--- config.mk ---
export PLATFORM = sky130hd
export DESIGN_NAME = rgpg_fifo
export DESIGN_NICKNAME = d
export VERILOG_FILES = /design/src/rtl/core/rgpg_fifo.sv
export SDC_FILE = /design/constraint.sdc
export NUM_CORES = 1
export LEC_CHECK = 0
export BUFFER_PORTS_ARGS = -buffer_cell sky130_fd_sc_hd__buf_2
export CORE_ASPECT_RATIO = 1.2
export CORE_MARGIN = 8
export CORE_UTILIZATION = 30
export CTS_CLUSTER_DIAMETER = 150
export CTS_CLUSTER_SIZE = 14
export DETAILED_ROUTE_END_ITERATION = 6
export PLACE_DENSITY = 0.53
export REMOVE_ABC_BUFFERS = 1
export SLEW_MARGIN = 20
export SYNTH_ARGS = -nofsm -noshare
export SYNTH_HDL_FRONTEND = slang
export SYNTH_SLANG_ARGS = --single-unit
--- constraint.sdc ---
create_clock -name clk -period 2.15 [get_ports clk]
set_input_delay 0.43 -clock clk [delete_from_list [all_inputs] [get_ports clk]]
set_output_delay 0.43 -clock clk [all_outputs]
set_load 0.01 [all_outputs]
--- src/rtl/core/rgpg_fifo.sv ---
// Small register queue with count, full and empty.
// Depends on nothing outside this file.
`default_nettype none

module rgpg_fifo #(
  parameter int WIDTH = 8,
  parameter int DEPTH = 4
) (
  input  wire logic                       clk,
  input  wire logic                       rst_n,
  input  wire logic                       push,
  input  wire logic [WIDTH-1:0]           wdata,
  input  wire logic                       pop,
  output logic [WIDTH-1:0]                rdata,
  output logic                            full,
  output logic                            empty,
  output logic [$clog2(DEPTH+1)-1:0]      count
);

  localparam int AW = $clog2(DEPTH);
  localparam int CNW = $clog2(DEPTH + 1);

  logic [WIDTH-1:0] mem [DEPTH];
  logic [AW-1:0]    wr_ptr_r, wr_ptr_nxt;
  logic [AW-1:0]    rd_ptr_r, rd_ptr_nxt;
  logic [CNW-1:0]   count_r, count_nxt;
  logic             do_push, do_pop;

  assign full    = (count_r == CNW'(DEPTH));
  assign empty   = (count_r == '0);
  assign count   = count_r;
  assign rdata   = mem[rd_ptr_r];
  assign do_push = push & ~full;
  assign do_pop  = pop & ~empty;

  always_comb begin
    wr_ptr_nxt = wr_ptr_r;
    rd_ptr_nxt = rd_ptr_r;
    count_nxt  = count_r;
    if (do_push) begin
      wr_ptr_nxt = (wr_ptr_r == AW'(DEPTH - 1)) ? '0 : wr_ptr_r + AW'(1);
    end
    if (do_pop) begin
      rd_ptr_nxt = (rd_ptr_r == AW'(DEPTH - 1)) ? '0 : rd_ptr_r + AW'(1);
    end
    if (do_push && !do_pop) begin
      count_nxt = count_r + CNW'(1);
    end else if (do_pop && !do_push) begin
      count_nxt = count_r - CNW'(1);
    end
  end

  always_ff @(posedge clk) begin
    if (!rst_n) begin
      wr_ptr_r <= '0;
      rd_ptr_r <= '0;
      count_r  <= '0;
    end else begin
      wr_ptr_r <= wr_ptr_nxt;
      rd_ptr_r <= rd_ptr_nxt;
      count_r  <= count_nxt;
    end
  end

  always_ff @(posedge clk) begin
    if (do_push) begin
      mem[wr_ptr_r] <= wdata;
    end
  end

  a_count_bound: assert property (@(posedge clk) disable iff (!rst_n)
    count_r <= CNW'(DEPTH))
    else $error("queue count beyond depth");

endmodule

`default_nettype wire

==> metrics.md <==
| Metric | Value |
|---|---|
| Largest net degree at the start of global routing | 15 |
| Most frequent cells in the layout | 32 x edfxtp_1, 24 x buf_2, 8 x mux4_2, 7 x dfxtp_1 |
| Arrival time of the worst setup path | 2.26 ns |
| Post-Syn Area | 1630 um2 |
| Post-route minimum period | 2.04 ns |
| H-tree depth | 2 |
| Hold WS | 0.348 ns |
| Non-filler cells, final | 186 |
| R2r setup slk | 0.11 ns |
| CTS root buffer | clkbuf_8 |
| Layout net count | 142 |
| Final worst slack | 0.108 ns |
| Final design area excluding fillers | 1980 um2 |
| P_leak | 0.730 nW |
| Vias in the first global route | 941 |
| Startpoint Class | register |
| Die width | 83.3 um |
| Distinct cells, synth | 23 |
| Sequential share of power | 44.4% |
| Via density | 4.57 |
| Slew headroom | 69.2% |
| Die area | 8060 um2 |
| Overall power | 2.39 mW |
| Clk pin slew, worst setup/hold paths | 0.08 ns |
| Max-Cap Viols | 0 |
| Sw power | 0.637 mW |
| Fraction of layout cells with a size suffix above 1 | 37.9% |
| Worst-Margin Slew | 0.462 ns |
| Placed cells | 178 |
| Drt wl/cell | 15.1 um |
| Hold crit path type | primary input to register |
| Placed Area | 1830 um2 |
| RSZ-0062 raised after global routing | false |
| Placer Congestion | 0.629 |
| Gr ovfl total | 0 |
| Initial antenna violation count | 0 |
| Max Fclk | 0.490 GHz |
| Pwr Density | 1210 nW/um2 |
| Skew-Pair Late Insertion Delay | 0.29 ns |
| First-pass DRT Iterations | 2 |
| Antenna Cells | 0 |
| Logic gate share of total power | 25.0% |
| Most common cell after layout, fill and taps aside | edfxtp_1 |
| Clock Sinks | 41 |
| Ys Warns | 0 |
| CTS max path bufs | 2 |
| Synth area leader | edfxtp_1 |
| Kind of critical path | register to register |
| Min-Delay Path Depth | 1 |
| CTS tree | done |
| P&R area growth vs syn | 21.3% |
| First-pass GRT wire length | 4420 um |
| Final Util | 37.6% |
| Clock share of power | 30.6% |
| Slowest CP cell | fa_1 |
| Fillers | 483 |
| RR Startpoint | count[2] |
| Initial DRC count | 26 |
| WP buf/inv | 1 |
| Switching part of the total power | 26.7% |
| FP Rows | 29 |
| Reg2reg path depth | 8 |
| Crit path largest cell delay | 0.38 ns |
| Num CTS Buffers | 5 |
| Worst-path fanout max | 6 |
| CORE AREA | 5260 um2 |
| Initial Utilization | 31.0% |
| Worst slack, placed | 0.0193 ns |
| Die height | 96.8 um |
| Register bit total from synthesis | 41 |
| Adder-Cell Fraction of Synth Area | 5.83% |
| Final setup TNS | 0 ns |
| Worst Hold Launch | wdata[1] |
| CP Cell Sequence | nor3b_2, nor2b_1, ha_1, inv_1, fa_1, xor2_1, or3_1, a21boi_0 |
| Count of input and output buffers | 24 |
| Peak supply drop | 0.000562 V |
| Final max-slew violation count | 0 |
| Mean Syn Cell Area | 17.5 um2 |
| Clock skew | 0.00869 ns |
| Post-synth top area share | 58.9% |
| Multiplexer area fraction after synthesis | 12.9% |
| Post-synthesis simple-gate area fraction | 6.60% |
| Status | complete, no violations |
| Crit-path leading delay family | simple AND/OR/NAND/NOR gates |
| Top post-synthesis cells by area | edfxtp_1 59%, dfxtp_1 11%, mux4_2 11% |
| Hold-fix buffers at CTS | 0 |
| Hold Path Sink | mem[0][1] |
| Num ports | 25 |
| Critical Path Sink Type | register |
| Largest family of logic cells by synthesized area | multiplexers |
| Vias after detailed routing | 850 |
| DRT Wirelength | 2800 um |
| Complex-gate fraction of the synthesized area | 1.84% |
| Mapped Cells | 93 |
| Post-Synth XOR/XNOR Area | 1.07% |
| Crit path required time | 2.37 ns |
| Tot GR Track Use | 7.03% |
| Setup-failing EPs final | 0 |
| Internal cell power | 1.75 mW |
| Final period util | 95.0% |
| Final hold violations | 0 |
| Detail Route Antenna Nets | 0 |
| Post-route DRC | 0 |
| Register area share after synthesis | 70.0% |
| R2r endpoint | count[2] |
## worst register-to-register path, cell delays in order, from the launching register on
cell and delay (ns):
dfxtp_1 0.36, nor3b_2 0.18, nor2b_1 0.17, ha_1 0.21, inv_1 0.06, fa_1 0.38, xor2_1 0.16, or3_1 0.30
a21boi_0 0.16
## power by group through the flow
| stage | clock network, mW | logic [mW] | registers, mW |
|---|---|---|---|
| 4_1_cts | 0.748 | 0.613 | 1.06 |
| 2_1_floorplan | 0 | 0.357 | 1.09 |
| 6_report | 0.730 | 0.598 | 1.06 |
| 3_5_place_dp | 0 | 0.612 | 1.07 |
| 3_3_place_gp | 0 | 0.595 | 1.06 |
| 5_1_grt | 0.782 | 0.670 | 1.08 |
## worst max-delay path by stage
stage	from	end	depth (start not counted)
after global placement	count[0]	count[2]	7
after CTS	count[0]	count[2]	7
after global routing	count[2]	count[2]	8
final	count[2]	count[2]	8
after detailed placement	count[0]	count[2]	7
after floorplan	count[0]	count[2]	8
## synth_stat cells
cell,n
buf_1,1
mux4_2,8
ha_1,6
clkbuf_1,1
fa_1,1
nor2_1,2
and2_1,5
nand2_1,6
o31ai_1,1
o21ai_0,3
nor2b_1,2
xor2_1,1
inv_1,3
buf_2,2
edfxtp_1,32
or3_1,1
mux2i_1,3
a21boi_0,1
nor3_1,1
xnor2_1,1
nor3b_2,1
nand3_1,2
dfxtp_1,9
## final cells by class
| type | instances | area, um2 | share of cell area, % |
|---|---|---|---|
| timing repair buffer | 27 | 143 | 7.21 |
| sequential | 41 | 1140 | 57.8 |
| inverter | 3 | 11.3 | 0.569 |
| clock buffer | 5 | 68.8 | 3.48 |
| clock inverter | 3 | 68.8 | 3.48 |
| multi-input combinational | 45 | 465 | 23.5 |
| tap | 62 | 77.6 | 3.92 |
## cells by family after synthesis
family          count (synthesis)
flops                          41
simple gates                   20
mux                            11
buf+inv                         7
fa+ha+maj                       7
compound gates                  5
xor+xnor                        2
## what timing repair did
action,4_1_cts,5_1_grt
buffers inserted,0,0
gates resized for setup,0,3
setup endpoints to repair,0,1
## registers in the layout, summed over array words and instances (netlist names), named ones only
| register | flops |
|---|---|
| count | 3 |
| mem | 32 |
| rd_ptr_r | 2 |
| wr_ptr_r | 2 |
## layer usage
layer	share of wire, %	global-route usage (%)	vias to the layer above
li1	-	-	405
met1	43	7.07	414
met2	50	11.8	25
met3	5.9	3.27	6
met4	1.1	3.66	0
met5	0	0	-
Note: power is estimated with default switching activity, not from simulation.
