===== src/rtl/core/rgpg_pkg.sv =====
// Shared types and constants of the radial gradient pixel generator.
// No dependencies; the other files that use it refer to it by scoped names.
`default_nettype none

package rgpg_pkg;

  localparam int TABLE_DEPTH  = 256;
  localparam int INDEX_W      = 8;
  localparam int COLOR_W      = 32;
  localparam int DIM_CFG_W    = 13;
  localparam int SCALE_W      = 24;
  localparam int CFG_INDEX_W  = 8;
  localparam int CFG_DATA_W   = 32;
  localparam int MID_DEPTH    = 4;
  localparam int OUT_DEPTH    = 8;
  localparam int OUT_CNT_W    = $clog2(OUT_DEPTH + 1);
  localparam int RESULT_W     = COLOR_W + 2;

  localparam logic [CFG_INDEX_W-1:0] REG_IMAGE_WIDTH  = 8'd0;
  localparam logic [CFG_INDEX_W-1:0] REG_IMAGE_HEIGHT = 8'd1;
  localparam logic [CFG_INDEX_W-1:0] REG_X_SCALE      = 8'd2;
  localparam logic [CFG_INDEX_W-1:0] REG_Y_SCALE      = 8'd3;

  localparam logic [DIM_CFG_W-1:0] RESET_DIM   = 13'd256;
  localparam logic [SCALE_W-1:0]   RESET_SCALE = 24'd92681;

  localparam logic CMD_TABLE_WRITE = 1'b0;
  localparam logic CMD_PIXEL       = 1'b1;

  typedef struct packed {
    logic cmd;
    logic eor;
    logic eof;
  } rgpg_ctl_t;

  localparam int CTL_W = $bits(rgpg_ctl_t);

endpackage

`default_nettype wire


===== src/rtl/core/rgpg_front.sv =====
// Front end: accepts commands, walks the raster and computes pixel distances.
// Depends on rgpg_pkg.
`default_nettype none

module rgpg_front #(
  parameter int MAX_DIMENSION = 4096
) (
  input  wire logic                                 clk,
  input  wire logic                                 rst_n,
  input  wire logic                                 in_push,
  input  wire logic                                 in_cmd,
  input  wire logic [rgpg_pkg::INDEX_W-1:0]         in_entry_index,
  input  wire logic [rgpg_pkg::COLOR_W-1:0]         in_entry_color,
  input  wire logic [rgpg_pkg::DIM_CFG_W-1:0]       image_width,
  input  wire logic [rgpg_pkg::DIM_CFG_W-1:0]       image_height,
  input  wire logic                                 geo_restart,
  input  wire logic                                 q_full,
  output logic                                      q_push,
  output rgpg_pkg::rgpg_ctl_t                       q_ctl,
  output logic [rgpg_pkg::INDEX_W-1:0]              q_entry_index,
  output logic [rgpg_pkg::COLOR_W-1:0]              q_entry_color,
  output logic [$clog2(MAX_DIMENSION)-1:0]          q_dx,
  output logic [$clog2(MAX_DIMENSION)-1:0]          q_dy
);

  localparam int PW = $clog2(MAX_DIMENSION);
  localparam int DW = PW + 1;
  localparam int CW = (DW > rgpg_pkg::DIM_CFG_W) ? DW : rgpg_pkg::DIM_CFG_W;

  function automatic logic [DW-1:0] clamp_dim(input logic [rgpg_pkg::DIM_CFG_W-1:0] v);
    logic [CW-1:0] ve;
    logic [DW-1:0] res;
    ve = CW'(v);
    if (ve < CW'(2)) begin
      res = DW'(2);
    end else if (ve > CW'(MAX_DIMENSION)) begin
      res = DW'(MAX_DIMENSION);
    end else begin
      res = DW'(ve);
    end
    return res;
  endfunction

  logic [PW-1:0] col_r, col_nxt;
  logic [PW-1:0] row_r, row_nxt;
  logic [DW-1:0] w, h, hx, hy, colx, rowx, mirror, dx_full, dy_full;
  logic          eor, eof, accept;

  assign w      = clamp_dim(image_width);
  assign h      = clamp_dim(image_height);
  assign hx     = w >> 1;
  assign hy     = h >> 1;
  assign colx   = {1'b0, col_r};
  assign rowx   = {1'b0, row_r};
  assign accept = in_push & ~q_full;

  always_comb begin
    dx_full = (colx >= hx) ? (colx - hx) : (hx - colx);
    mirror  = h - DW'(1) - rowx;
    if (rowx < mirror) begin
      mirror = rowx;
    end
    dy_full = hy - mirror;
  end

  assign eor = (colx == w - DW'(1));
  assign eof = eor & (rowx == h - DW'(1));

  always_comb begin
    col_nxt = col_r;
    row_nxt = row_r;
    if (geo_restart) begin
      col_nxt = '0;
      row_nxt = '0;
    end else if (accept && in_cmd == rgpg_pkg::CMD_PIXEL) begin
      if (eor) begin
        col_nxt = '0;
        row_nxt = eof ? '0 : row_r + PW'(1);
      end else begin
        col_nxt = col_r + PW'(1);
      end
    end
  end

  always_ff @(posedge clk) begin
    if (!rst_n) begin
      col_r <= '0;
      row_r <= '0;
    end else begin
      col_r <= col_nxt;
      row_r <= row_nxt;
    end
  end

  assign q_push        = accept;
  assign q_ctl.cmd     = in_cmd;
  assign q_ctl.eor     = eor;
  assign q_ctl.eof     = eof;
  assign q_entry_index = in_entry_index;
  assign q_entry_color = in_entry_color;
  assign q_dx          = dx_full[PW-1:0];
  assign q_dy          = dy_full[PW-1:0];

  a_col_in_row: assert property (@(posedge clk) disable iff (!rst_n)
    colx < w)
    else $error("column position outside the row");

  a_row_in_frame: assert property (@(posedge clk) disable iff (!rst_n)
    rowx < h)
    else $error("row position outside the frame");

endmodule

`default_nettype wire


===== config.mk =====
export PLATFORM = sky130hd
export DESIGN_NAME = rgpg_front
export DESIGN_NICKNAME = d
export VERILOG_FILES = /design/src/rtl/core/rgpg_pkg.sv /design/src/rtl/core/rgpg_front.sv
export SDC_FILE = /design/constraint.sdc
export NUM_CORES = 1
export LEC_CHECK = 0
export BUFFER_PORTS_ARGS = -buffer_cell sky130_fd_sc_hd__buf_2
export CORE_ASPECT_RATIO = 0.5
export CORE_UTILIZATION = 50
export DETAILED_ROUTE_END_ITERATION = 7
export HOLD_SLACK_MARGIN = 0.08
export PLACE_DENSITY = 0.77
export SLEW_MARGIN = 20
export SYNTH_ARGS = -nofsm -noshare
export SYNTH_HDL_FRONTEND = slang
export SYNTH_SLANG_ARGS = --single-unit

===== constraint.sdc =====
create_clock -name clk -period 7.2 [get_ports clk]
set_input_delay 0.72 -clock clk [delete_from_list [all_inputs] [get_ports clk]]
set_output_delay 0.72 -clock clk [all_outputs]
set_load 0.03 [all_outputs]

==> run_results.csv, run 1 <==
group,metric,value,unit
outcome,outcome,"finished with violations",
outcome,violations,"negative setup slack",
clock_tree,clock_latency,0.26,ns
logic_synthesis,yosys.cell_count.top_type,"ha_1",
timing,fin_hold_ws,0.553,ns
critical_path,r2r_cells,9,
critical_path,start_kind,"primary input",
logic_synthesis,synth_common_cells,"ha_1, nor2_1, inv_1",
critical_path,r2r_end,"row_r[6]$_SDFFE_PP0P_",
critical_path,crit_path_start,"image_height[4]",
timing,rsz0062_at_grt,"yes",
power_and_ir_drop,ir_drop,0.0945,mV
timing,hold_viol,0,
routing,firstDrtPassIters,5,
final_layout,fin_area,6040,sq um
timing,fin_crit,7.55,ns
critical_path,crit_fanout,7,
global_routing,grt_pass1_vias,4818,
clock_tree,clock_path_buffers,2,
timing,fin_tns_setup,-1.07,ns
clock_tree,clk_pin_slew,0.07,ns
floorplanning,start_util,0.528,
global_routing,grt_overflow,0,
timing,clock_skew,0.00189,ns
logic_synthesis,synth-edff-count,0,
run,drv_cap,0,
final_layout,area_growth,17.9,%
logic_synthesis,synthTopCellsByArea,"ha_1, dfxtp_1, xnor2_1",
power_and_ir_drop,p_per_area,111,nW/um^2
logic_synthesis,synth_largest_area_cell,"ha_1",
place,dpl-instance-area,5600,sq um
logic_synthesis,netlist_instances,695,
logic_synthesis,ys_warn_count,0,
critical_path,r2r_slack,4.05,ns
routing,wl,13800,microns
clock_tree,cts.sinks,24,
logic_synthesis,synth.cell_area,5120,sq um
global_routing,antenna_found_initial,0,
timing,fin_crit_sh,1.05,
clock_tree,tritoncts,"done",
timing,setup_slack,-0.355,ns
clock_tree,cts_made_buffers,3,
logic_synthesis,seq_area_frac_synth,0.0938,
timing,finalSetupViolCount,4,
critical_path,path_common_cell,"a21oi_2",
floorplanning,die_area,10700,sq um
floorplanning,rows,25,
floorplanning,core_area,9700,sq um
logic_synthesis,syn_avg_cell_area,7.37,sq um
critical_path,worst_setup_path_end_kind,"output port",
timing,worst_pin_slew,0.712,ns
logic_synthesis,synth_cell_types,79,
logic_synthesis,async_flop_share,0,
routing,wl_per_cell,15.5,microns
timing,slew_violations,0,
critical_path,endpoint,"q_dy[10]",
floorplanning,fp.dieW,145,microns
routing,drc_errors,0,
routing,drt_iter0_drc,363,
routing,drtAntennaViolNets,0,
critical_path,max_stage_delay,0.56,ns
power_and_ir_drop,leakagePower,2.64,nW
final_layout,fin_util,0.623,
global_routing,grtUsageTotal,0.246,
timing,relSlewSlack,0.521,
final_layout,drive_gt1_frac,0.273,
routing,via_per_inst,5.76,
clock_tree,cts_hold_buf,0,
floorplanning,fp.dieH,73.6,microns
critical_path,path_class,"primary input to output port",
critical_path,timing.rr.start,"col_r[8]$_SDFFE_PP0P_",
logic_synthesis,synth_nets,833,
global_routing,grt_max_degree,19,
logic_synthesis,synthFlopType,"dfxtp_1",
logic_synthesis,synth_top_cell_area_share,0.152,
clock_tree,clockRootBuffer,"clkbuf_16",
critical_path,arrival,6.83,ns
worst_hold_path,min_path_type,"flop to flop",
place,globalplace.congestion,0.955,
critical_path,crit_slowest_cell,"or4_4",
clock_tree,htreeDepth,1,
worst_hold_path,holdPathStages,2,
final_layout,diodes,0,
global_routing,grt_pass1_wl,21800,microns
logic_synthesis,synth-seq-cells,24,
final_layout,final_nets,896,
timing,max_freq,132,MHz
floorplanning,boundaryPins,140,
place,place_hpwl,10400,microns
critical_path,cp.required,6.48,ns
routing,dr_total_vias,5139,
place,portBuffers,59,
[final cells by class]
cell class | count | area, sq um
Clock inverter | 1 | 30.0
Inverter | 59 | 226
Clock buffer | 3 | 75.1
Fill cell | 864 | 3660
Sequential cell | 24 | 480
Multi-Input combinational cell | 544 | 4210
Tap cell | 135 | 169
Timing Repair Buffer | 126 | 847
[flip-flops by register name, summed over array words and instances (netlist names)]
register  flops
row_r        12
col_r        12
[through the flow]
step                cells  setup slack [ns]  power, W
finish                892            -0.355  0.000673
global route          892            -0.697  0.000710
CTS                   889            -0.171  0.000653
detailed placement    872            -0.444  0.000466
global placement      872            -0.313  0.000460
floorplan             695           -0.0208  0.000412
[worst min path at each step]
stage,slack [ns],end,start
6_report,0.55,row_r[0]$_SDFFE_PP0P_,row_r[0]$_SDFFE_PP0P_
5_1_grt,0.58,row_r[0]$_SDFFE_PP0P_,row_r[0]$_SDFFE_PP0P_
4_1_cts,0.55,row_r[0]$_SDFFE_PP0P_,row_r[0]$_SDFFE_PP0P_
3_5_place_dp,0.54,row_r[0]$_SDFFE_PP0P_,row_r[0]$_SDFFE_PP0P_
3_3_place_gp,0.52,row_r[0]$_SDFFE_PP0P_,row_r[0]$_SDFFE_PP0P_
2_1_floorplan,0.49,row_r[0]$_SDFFE_PP0P_,row_r[0]$_SDFFE_PP0P_
[worst max-delay path: cells and delay by family]
| family | cells | cell delay, ns |
|---|---|---|
| AO/OA/AOI/OAI | 16 | 2.88 |
| XOR/XNOR | 3 | 0.44 |
| adder cells (fa/ha/maj) | 5 | 1.29 |
| buffers and inverters | 3 | 0.28 |
| AND/OR/NAND/NOR | 6 | 1.25 |
[kinds of logic after synthesis]
logic type / synth area share
buffers and inverters: 0.137
muxes: 0.0266
adders and majority gates: 0.167
xor gates and xnor gates: 0.111
and+or+nand+nor: 0.253
DFF: 0.0938
AOI/OAI and AO/OA: 0.212
[routing by layer]
layer / up-vias / wire length, microns / global-route usage
met5: - / 0 / 0
met4: 0 / 297 / 0.0667
met3: 42 / 780 / 0.0261
met2: 180 / 6700 / 0.466
met1: 2378 / 6040 / 0.303
li1: 2539 / - / -
[power breakdown]
group | switching (W) | internal, W
combinational | 0.000209 | 0.000170
clock | 0.0000512 | 0.000111
sequential | 0.000000254 | 0.000133
[layout by cell type (no fill, tap or decap), drive strengths merged, types with 3 or more instances in the layout]
master   count
o2111ai      5
xnor2       49
and2         7
or3          5
a211oi       9
inv         59
nor3        26
dfxtp       24
nand3       11
or2          4
nand2       48
o21ai       32
nand4       10
a21o        17
and3         6
a311oi       5
o31a         4
o211ai       3
a21oi       46
o21bai       7
or4          5
o21a         5
nor4        12
o31ai        4
ha          62
nor2b       18
nand2b      13
nor3b        3
nor2        61
mux2i        8
xor2        13
buf        126
a31oi        5
fa           4
mux2         5
clkbuf       3
[repair_timing]
action                     in CTS  in global routing
pin swaps                      26                 27
setup endpoints to repair       6                  8
buffers inserted               14                  5
resized for setup              31                 20
(Power assumes the default switching activity.)
==> run 2: changes to the inputs <==
==> constraint.sdc (replaced) <==
create_clock -name clk -period 7.2 [get_ports clk]
set_input_delay 0.72 -clock clk [delete_from_list [all_inputs] [get_ports clk]]
set_output_delay 0.72 -clock clk [all_outputs]
set_load 0.02 [all_outputs]
==> run_results.csv, run 2 (synthesis results as in run 1) <==
group,metric,value,unit
floorplanning,boundaryPins,140,
final_layout,final_nets,905,
clock_tree,cts_made_buffers,3,
global_routing,grtUsageMet2,0.470,
global_routing,antenna_found_initial,0,
floorplanning,core_area,9700,sq um
floorplanning,fp.dieH,73.6,microns
final_layout,largest_registers,"col_r x12, row_r x12",
global_routing,grtUsageTotal,0.254,
timing,hold_viol,0,
clock_tree,cts.sinks,24,
final_layout,drive_gt1_frac,0.298,
final_layout,fillCellCount,804,
critical_path,start_kind,"primary input",
global_routing,grt_max_degree,19,
timing,slew_violations,0,
routing,wl,14100,microns
power_and_ir_drop,leakagePower,2.71,nW
timing,clock_skew,0.00623,ns
run,drv_cap,0,
floorplanning,start_util,0.528,
routing,drt_iter0_drc,304,
critical_path,crit_fanout,6,
critical_path,arrival,6.81,ns
worst_hold_path,min_path_type,"flop to flop",
final_layout,fin_area,6230,sq um
floorplanning,fp.dieW,145,microns
critical_path,cp.required,6.48,ns
routing,wl_per_cell,15.6,microns
final_layout,diodes,0,
timing,max_freq,133,MHz
place,place_hpwl,10400,microns
floorplanning,die_area,10700,sq um
critical_path,path_common_cell,"a21oi_2",
clock_tree,cts_hold_buf,0,
global_routing,use_met3,0.0366,
timing,setup_slack,-0.327,ns
clock_tree,clockRootBuffer,"clkbuf_16",
clock_tree,tritoncts,"done",
timing,worst_pin_slew,0.742,ns
timing,relSlewSlack,0.500,
timing,rsz0062_at_grt,"yes",
floorplanning,rows,25,
timing,fin_crit_sh,1.05,
place,dpl-instance-area,5570,sq um
routing,via_per_inst,5.82,
routing,drtAntennaViolNets,0,
clock_tree,clk_pin_slew,0.07,ns
final_layout,layout_common_cells,"buf_4, nor2_1, inv_1, ha_1, buf_2",
critical_path,max_stage_delay,0.54,ns
clock_tree,clock_latency,0.26,ns
routing,dr_total_vias,5240,
routing,drc_errors,0,
global_routing,grt_pass1_vias,4819,
clock_tree,clock_path_buffers,2,
power_and_ir_drop,ir_drop,0.0971,mV
global_routing,use_met1,0.313,
final_layout,fin_util,0.642,
place,portBuffers,59,
outcome,outcome,"finished with violations",
timing,fin_crit,7.53,ns
outcome,violations,"negative setup slack",
final_layout,area_growth,21.6,%
clock_tree,htreeDepth,1,
place,place_inst,867,
critical_path,crit_slowest_cell,"or4_4",
final_layout,final_cells,901,
global_routing,grt_pass1_wl,22500,microns
routing,firstDrtPassIters,7,
final_layout,final_common_cell,"buf_4",
power_and_ir_drop,p_per_area,108,nW/um^2
place,globalplace.congestion,0.920,
timing,finalSetupViolCount,5,
global_routing,grt_overflow,0,
global_routing,gr-max-usage-layer,"met2",
critical_path,worst_setup_path_end_kind,"output port",
critical_path,path_class,"primary input to output port",
[run 2: metrics by stage]
stage          setup slack (ns)  hold WS, ns  setup TNS [ns]  total power, W
2_1_floorplan           -0.0157        0.490         -0.0157        0.000386
3_3_place_gp             -0.236        0.534          -0.742        0.000436
3_5_place_dp             -0.420        0.545           -1.46        0.000443
4_1_cts                  -0.192        0.565          -0.346        0.000642
5_1_grt                  -0.621        0.612           -2.82        0.000708
6_report                 -0.327        0.576           -1.30        0.000670
[run 2: worst max-delay path, delay by kind of cell]
kind	cells	cell delay (ns)
adders and majority gates	4	1.09
buffers and inverters	6	0.77
muxes	1	0.27
and+or+nand+nor	6	1.16
AOI/OAI and AO/OA	15	2.50
xor gates and xnor gates	2	0.28
[run 2: timing repair]
item | CTS | global route
setup endpoints to repair | 6 | 8
gates resized for setup | 53 | 26
setup buffers | 23 | 8
hold endpoints to repair | 0 | 0
pin swaps | 33 | 25
[run 2: final cells by class]
class                           count  area, sq um  area share
Clock inverter                      1         30.0     0.00482
Multi-Input combinational cell    544         4300       0.690
Sequential cell                    24          480      0.0772
Clock buffer                        3         75.1      0.0121
Timing Repair Buffer              135          951       0.153
Inverter                           59          226      0.0364
Tap cell                          135          169      0.0271
[run 2: power by group]
| part | switching [W] | internal [W] | leakage, nW |
|---|---|---|---|
| Combinational | 0.000199 | 0.000177 | 2.47 |
| Sequential | 0.000000285 | 0.000133 | 0.193 |
| Clock | 0.0000505 | 0.000111 | 0.0511 |
[run 2: path summary, 6_finish.rpt]
kind / startpoint / to / slack (ns) / cells past startpoint
max: image_height[4] / q_dy[10] / -0.33 / 34
max reg2reg: col_r[8]$_SDFFE_PP0P_ / row_r[7]$_SDFFE_PP0P_ / 4.09 / 9
min reg2reg: row_r[11]$_SDFFE_PP0P_ / row_r[11]$_SDFFE_PP0P_ / 0.58 / 2
min: row_r[11]$_SDFFE_PP0P_ / row_r[11]$_SDFFE_PP0P_ / 0.58 / 2
[run 2: layer usage]
metal,vias up,wire length [microns]
li1,2556,-
met1,2462,6280
met2,178,6780
met3,44,679
met4,0,326
met5,-,0
==> run 3: changes to the inputs <==
==> constraint.sdc (replaced) <==
create_clock -name clk -period 7.2 [get_ports clk]
set_input_delay 0 -clock clk [delete_from_list [all_inputs] [get_ports clk]]
set_output_delay 0 -clock clk [all_outputs]
set_load 0.02 [all_outputs]
==> run_results.csv, run 3 (synthesis results as in run 1) <==
group,metric,value,unit
outcome,outcome,"finished, final reports clean",
worst_hold_path,min_path_type,"primary input to flop",
final_layout,final_nets,873,
timing,fin_crit,6.68,ns
place,place_hpwl,10000,microns
final_layout,fin_area,5670,sq um
routing,dr_total_vias,4967,
routing,firstDrtPassIters,5,
place,pre_cts_ws,0.374,ns
clock_tree,clock_latency,0.27,ns
routing,drc_errors,0,
place,dpl-instance-area,5120,sq um
floorplanning,rows,25,
power_and_ir_drop,fin_total_pwr,0.000614,W
clock_tree,clk_pin_slew,0.07,ns
timing,hold_viol,0,
routing,drt_iter0_drc,320,
routing,via_per_inst,5.72,
power_and_ir_drop,p_per_area,108,nW/um^2
power_and_ir_drop,ir_drop,0.0809,mV
routing,wl_per_cell,14.6,microns
routing,wl,12700,microns
final_layout,layout_common_cells,"ha_1, nor2_1, buf_2, inv_1, xnor2_1",
routing,drtAntennaViolNets,0,
routing,wirelength_met1,5900,microns
timing,clock_skew,0.00607,ns
global_routing,grtUsageTotal,0.234,
clock_tree,postCtsSetupRepairBufs,0,
critical_path,worst_setup_path_end_kind,"output port",
timing,fin_crit_sh,0.927,
clock_tree,cts.sinks,24,
clock_tree,clockRootBuffer,"clkbuf_16",
clock_tree,cts_made_buffers,3,
clock_tree,tritoncts,"done",
critical_path,max_stage_delay,0.58,ns
floorplanning,fp.dieH,73.6,microns
final_layout,final_common_cell,"ha_1",
timing,slew_violations,0,
timing,setup_slack,0.523,ns
routing,top_layer_used,"met4",
place,globalplace.congestion,0.954,
clock_tree,clock_path_buffers,2,
timing,worst_pin_slew,0.702,ns
run,drv_cap,0,
global_routing,antenna_found_initial,0,
timing,relSlewSlack,0.528,
timing,finalSetupViolCount,0,
critical_path,path_common_cell,"a21oi_1",
critical_path,start_kind,"primary input",
critical_path,cp.required,7.20,ns
floorplanning,boundaryPins,140,
final_layout,largest_registers,"col_r x12, row_r x12",
routing,wl_met3,712,microns
floorplanning,die_area,10700,sq um
global_routing,grt_overflow,0,
final_layout,drive_gt1_frac,0.136,
critical_path,crit_slowest_cell,"or4_1",
routing,dr_wl_met2,5950,microns
power_and_ir_drop,leakagePower,2.42,nW
global_routing,grt_pass1_wl,20700,microns
final_layout,diodes,0,
global_routing,grt_pass1_vias,4480,
critical_path,crit_fanout,6,
timing,max_freq,150,MHz
critical_path,arrival,6.68,ns
floorplanning,fp.dieW,145,microns
global_routing,grt_max_degree,22,
critical_path,path_class,"primary input to output port",
place,portBuffers,59,
floorplanning,core_area,9700,sq um
floorplanning,start_util,0.528,
clock_tree,htreeDepth,1,
final_layout,area_growth,10.8,%
==> run 3: per-stage QoR <==
stage               utilization  instances  hold WS [ns]   TNS, ns
CTS                       0.583        869         0.206         0
floorplan                     -        695        0.0896         0
global route              0.585        869         0.269  -0.00323
global placement          0.528        823      0.000137         0
finish                    0.585        869         0.195         0
detailed placement        0.528        823      0.000137         0
==> run 3: critical path, delay by kind of cell <==
family | cells | cell delay, ns
compound gates | 17 | 3.25
fa+ha+maj | 5 | 1.65
simple gates | 4 | 1.01
buf+inv | 4 | 0.42
xor+xnor | 2 | 0.31
==> run 3: worst paths after layout <==
check	from	to	slack [ns]	cells past startpoint
worst max register to register	col_r[8]$_SDFFE_PP0P_	row_r[11]$_SDFFE_PP0P_	4.09	9
worst min register to register	row_r[1]$_SDFFE_PP0P_	row_r[1]$_SDFFE_PP0P_	0.58	2
worst min-delay path	in_cmd	col_r[1]$_SDFFE_PP0P_	0.19	4
worst max-delay path	image_height[4]	q_dy[10]	0.52	32
==> run 3: area by class of cell <==
cell class | instances | area [sq um]
inverters | 59 | 226
well taps | 135 | 169
flip-flops and latches | 24 | 480
clock inverters | 1 | 30.0
repair buffers | 103 | 734
fillers | 949 | 4030
clock buffers | 3 | 75.1
multi-input cells | 544 | 3960
==> run 3: repair_timing <==
item / 4_1_cts / 5_1_grt
hold endpoints to repair: 43 / 0
resized for setup: 0 / 4
setup endpoints to repair: 0 / 4
hold buffers: 42 / 0
==> run 3: layer usage <==
metal	vias up	global-route usage
li1	2485	-
met4	0	0.0503
met5	-	0
met1	2285	0.306
met2	188	0.426
met3	9	0.0211
==> run 3: where the power goes <==
| group | switching [W] | total, W | internal [W] |
|---|---|---|---|
| clock network | 0.0000530 | 0.000164 | 0.000111 |
| registers | 0.000000271 | 0.000133 | 0.000133 |
| logic | 0.000186 | 0.000317 | 0.000131 |
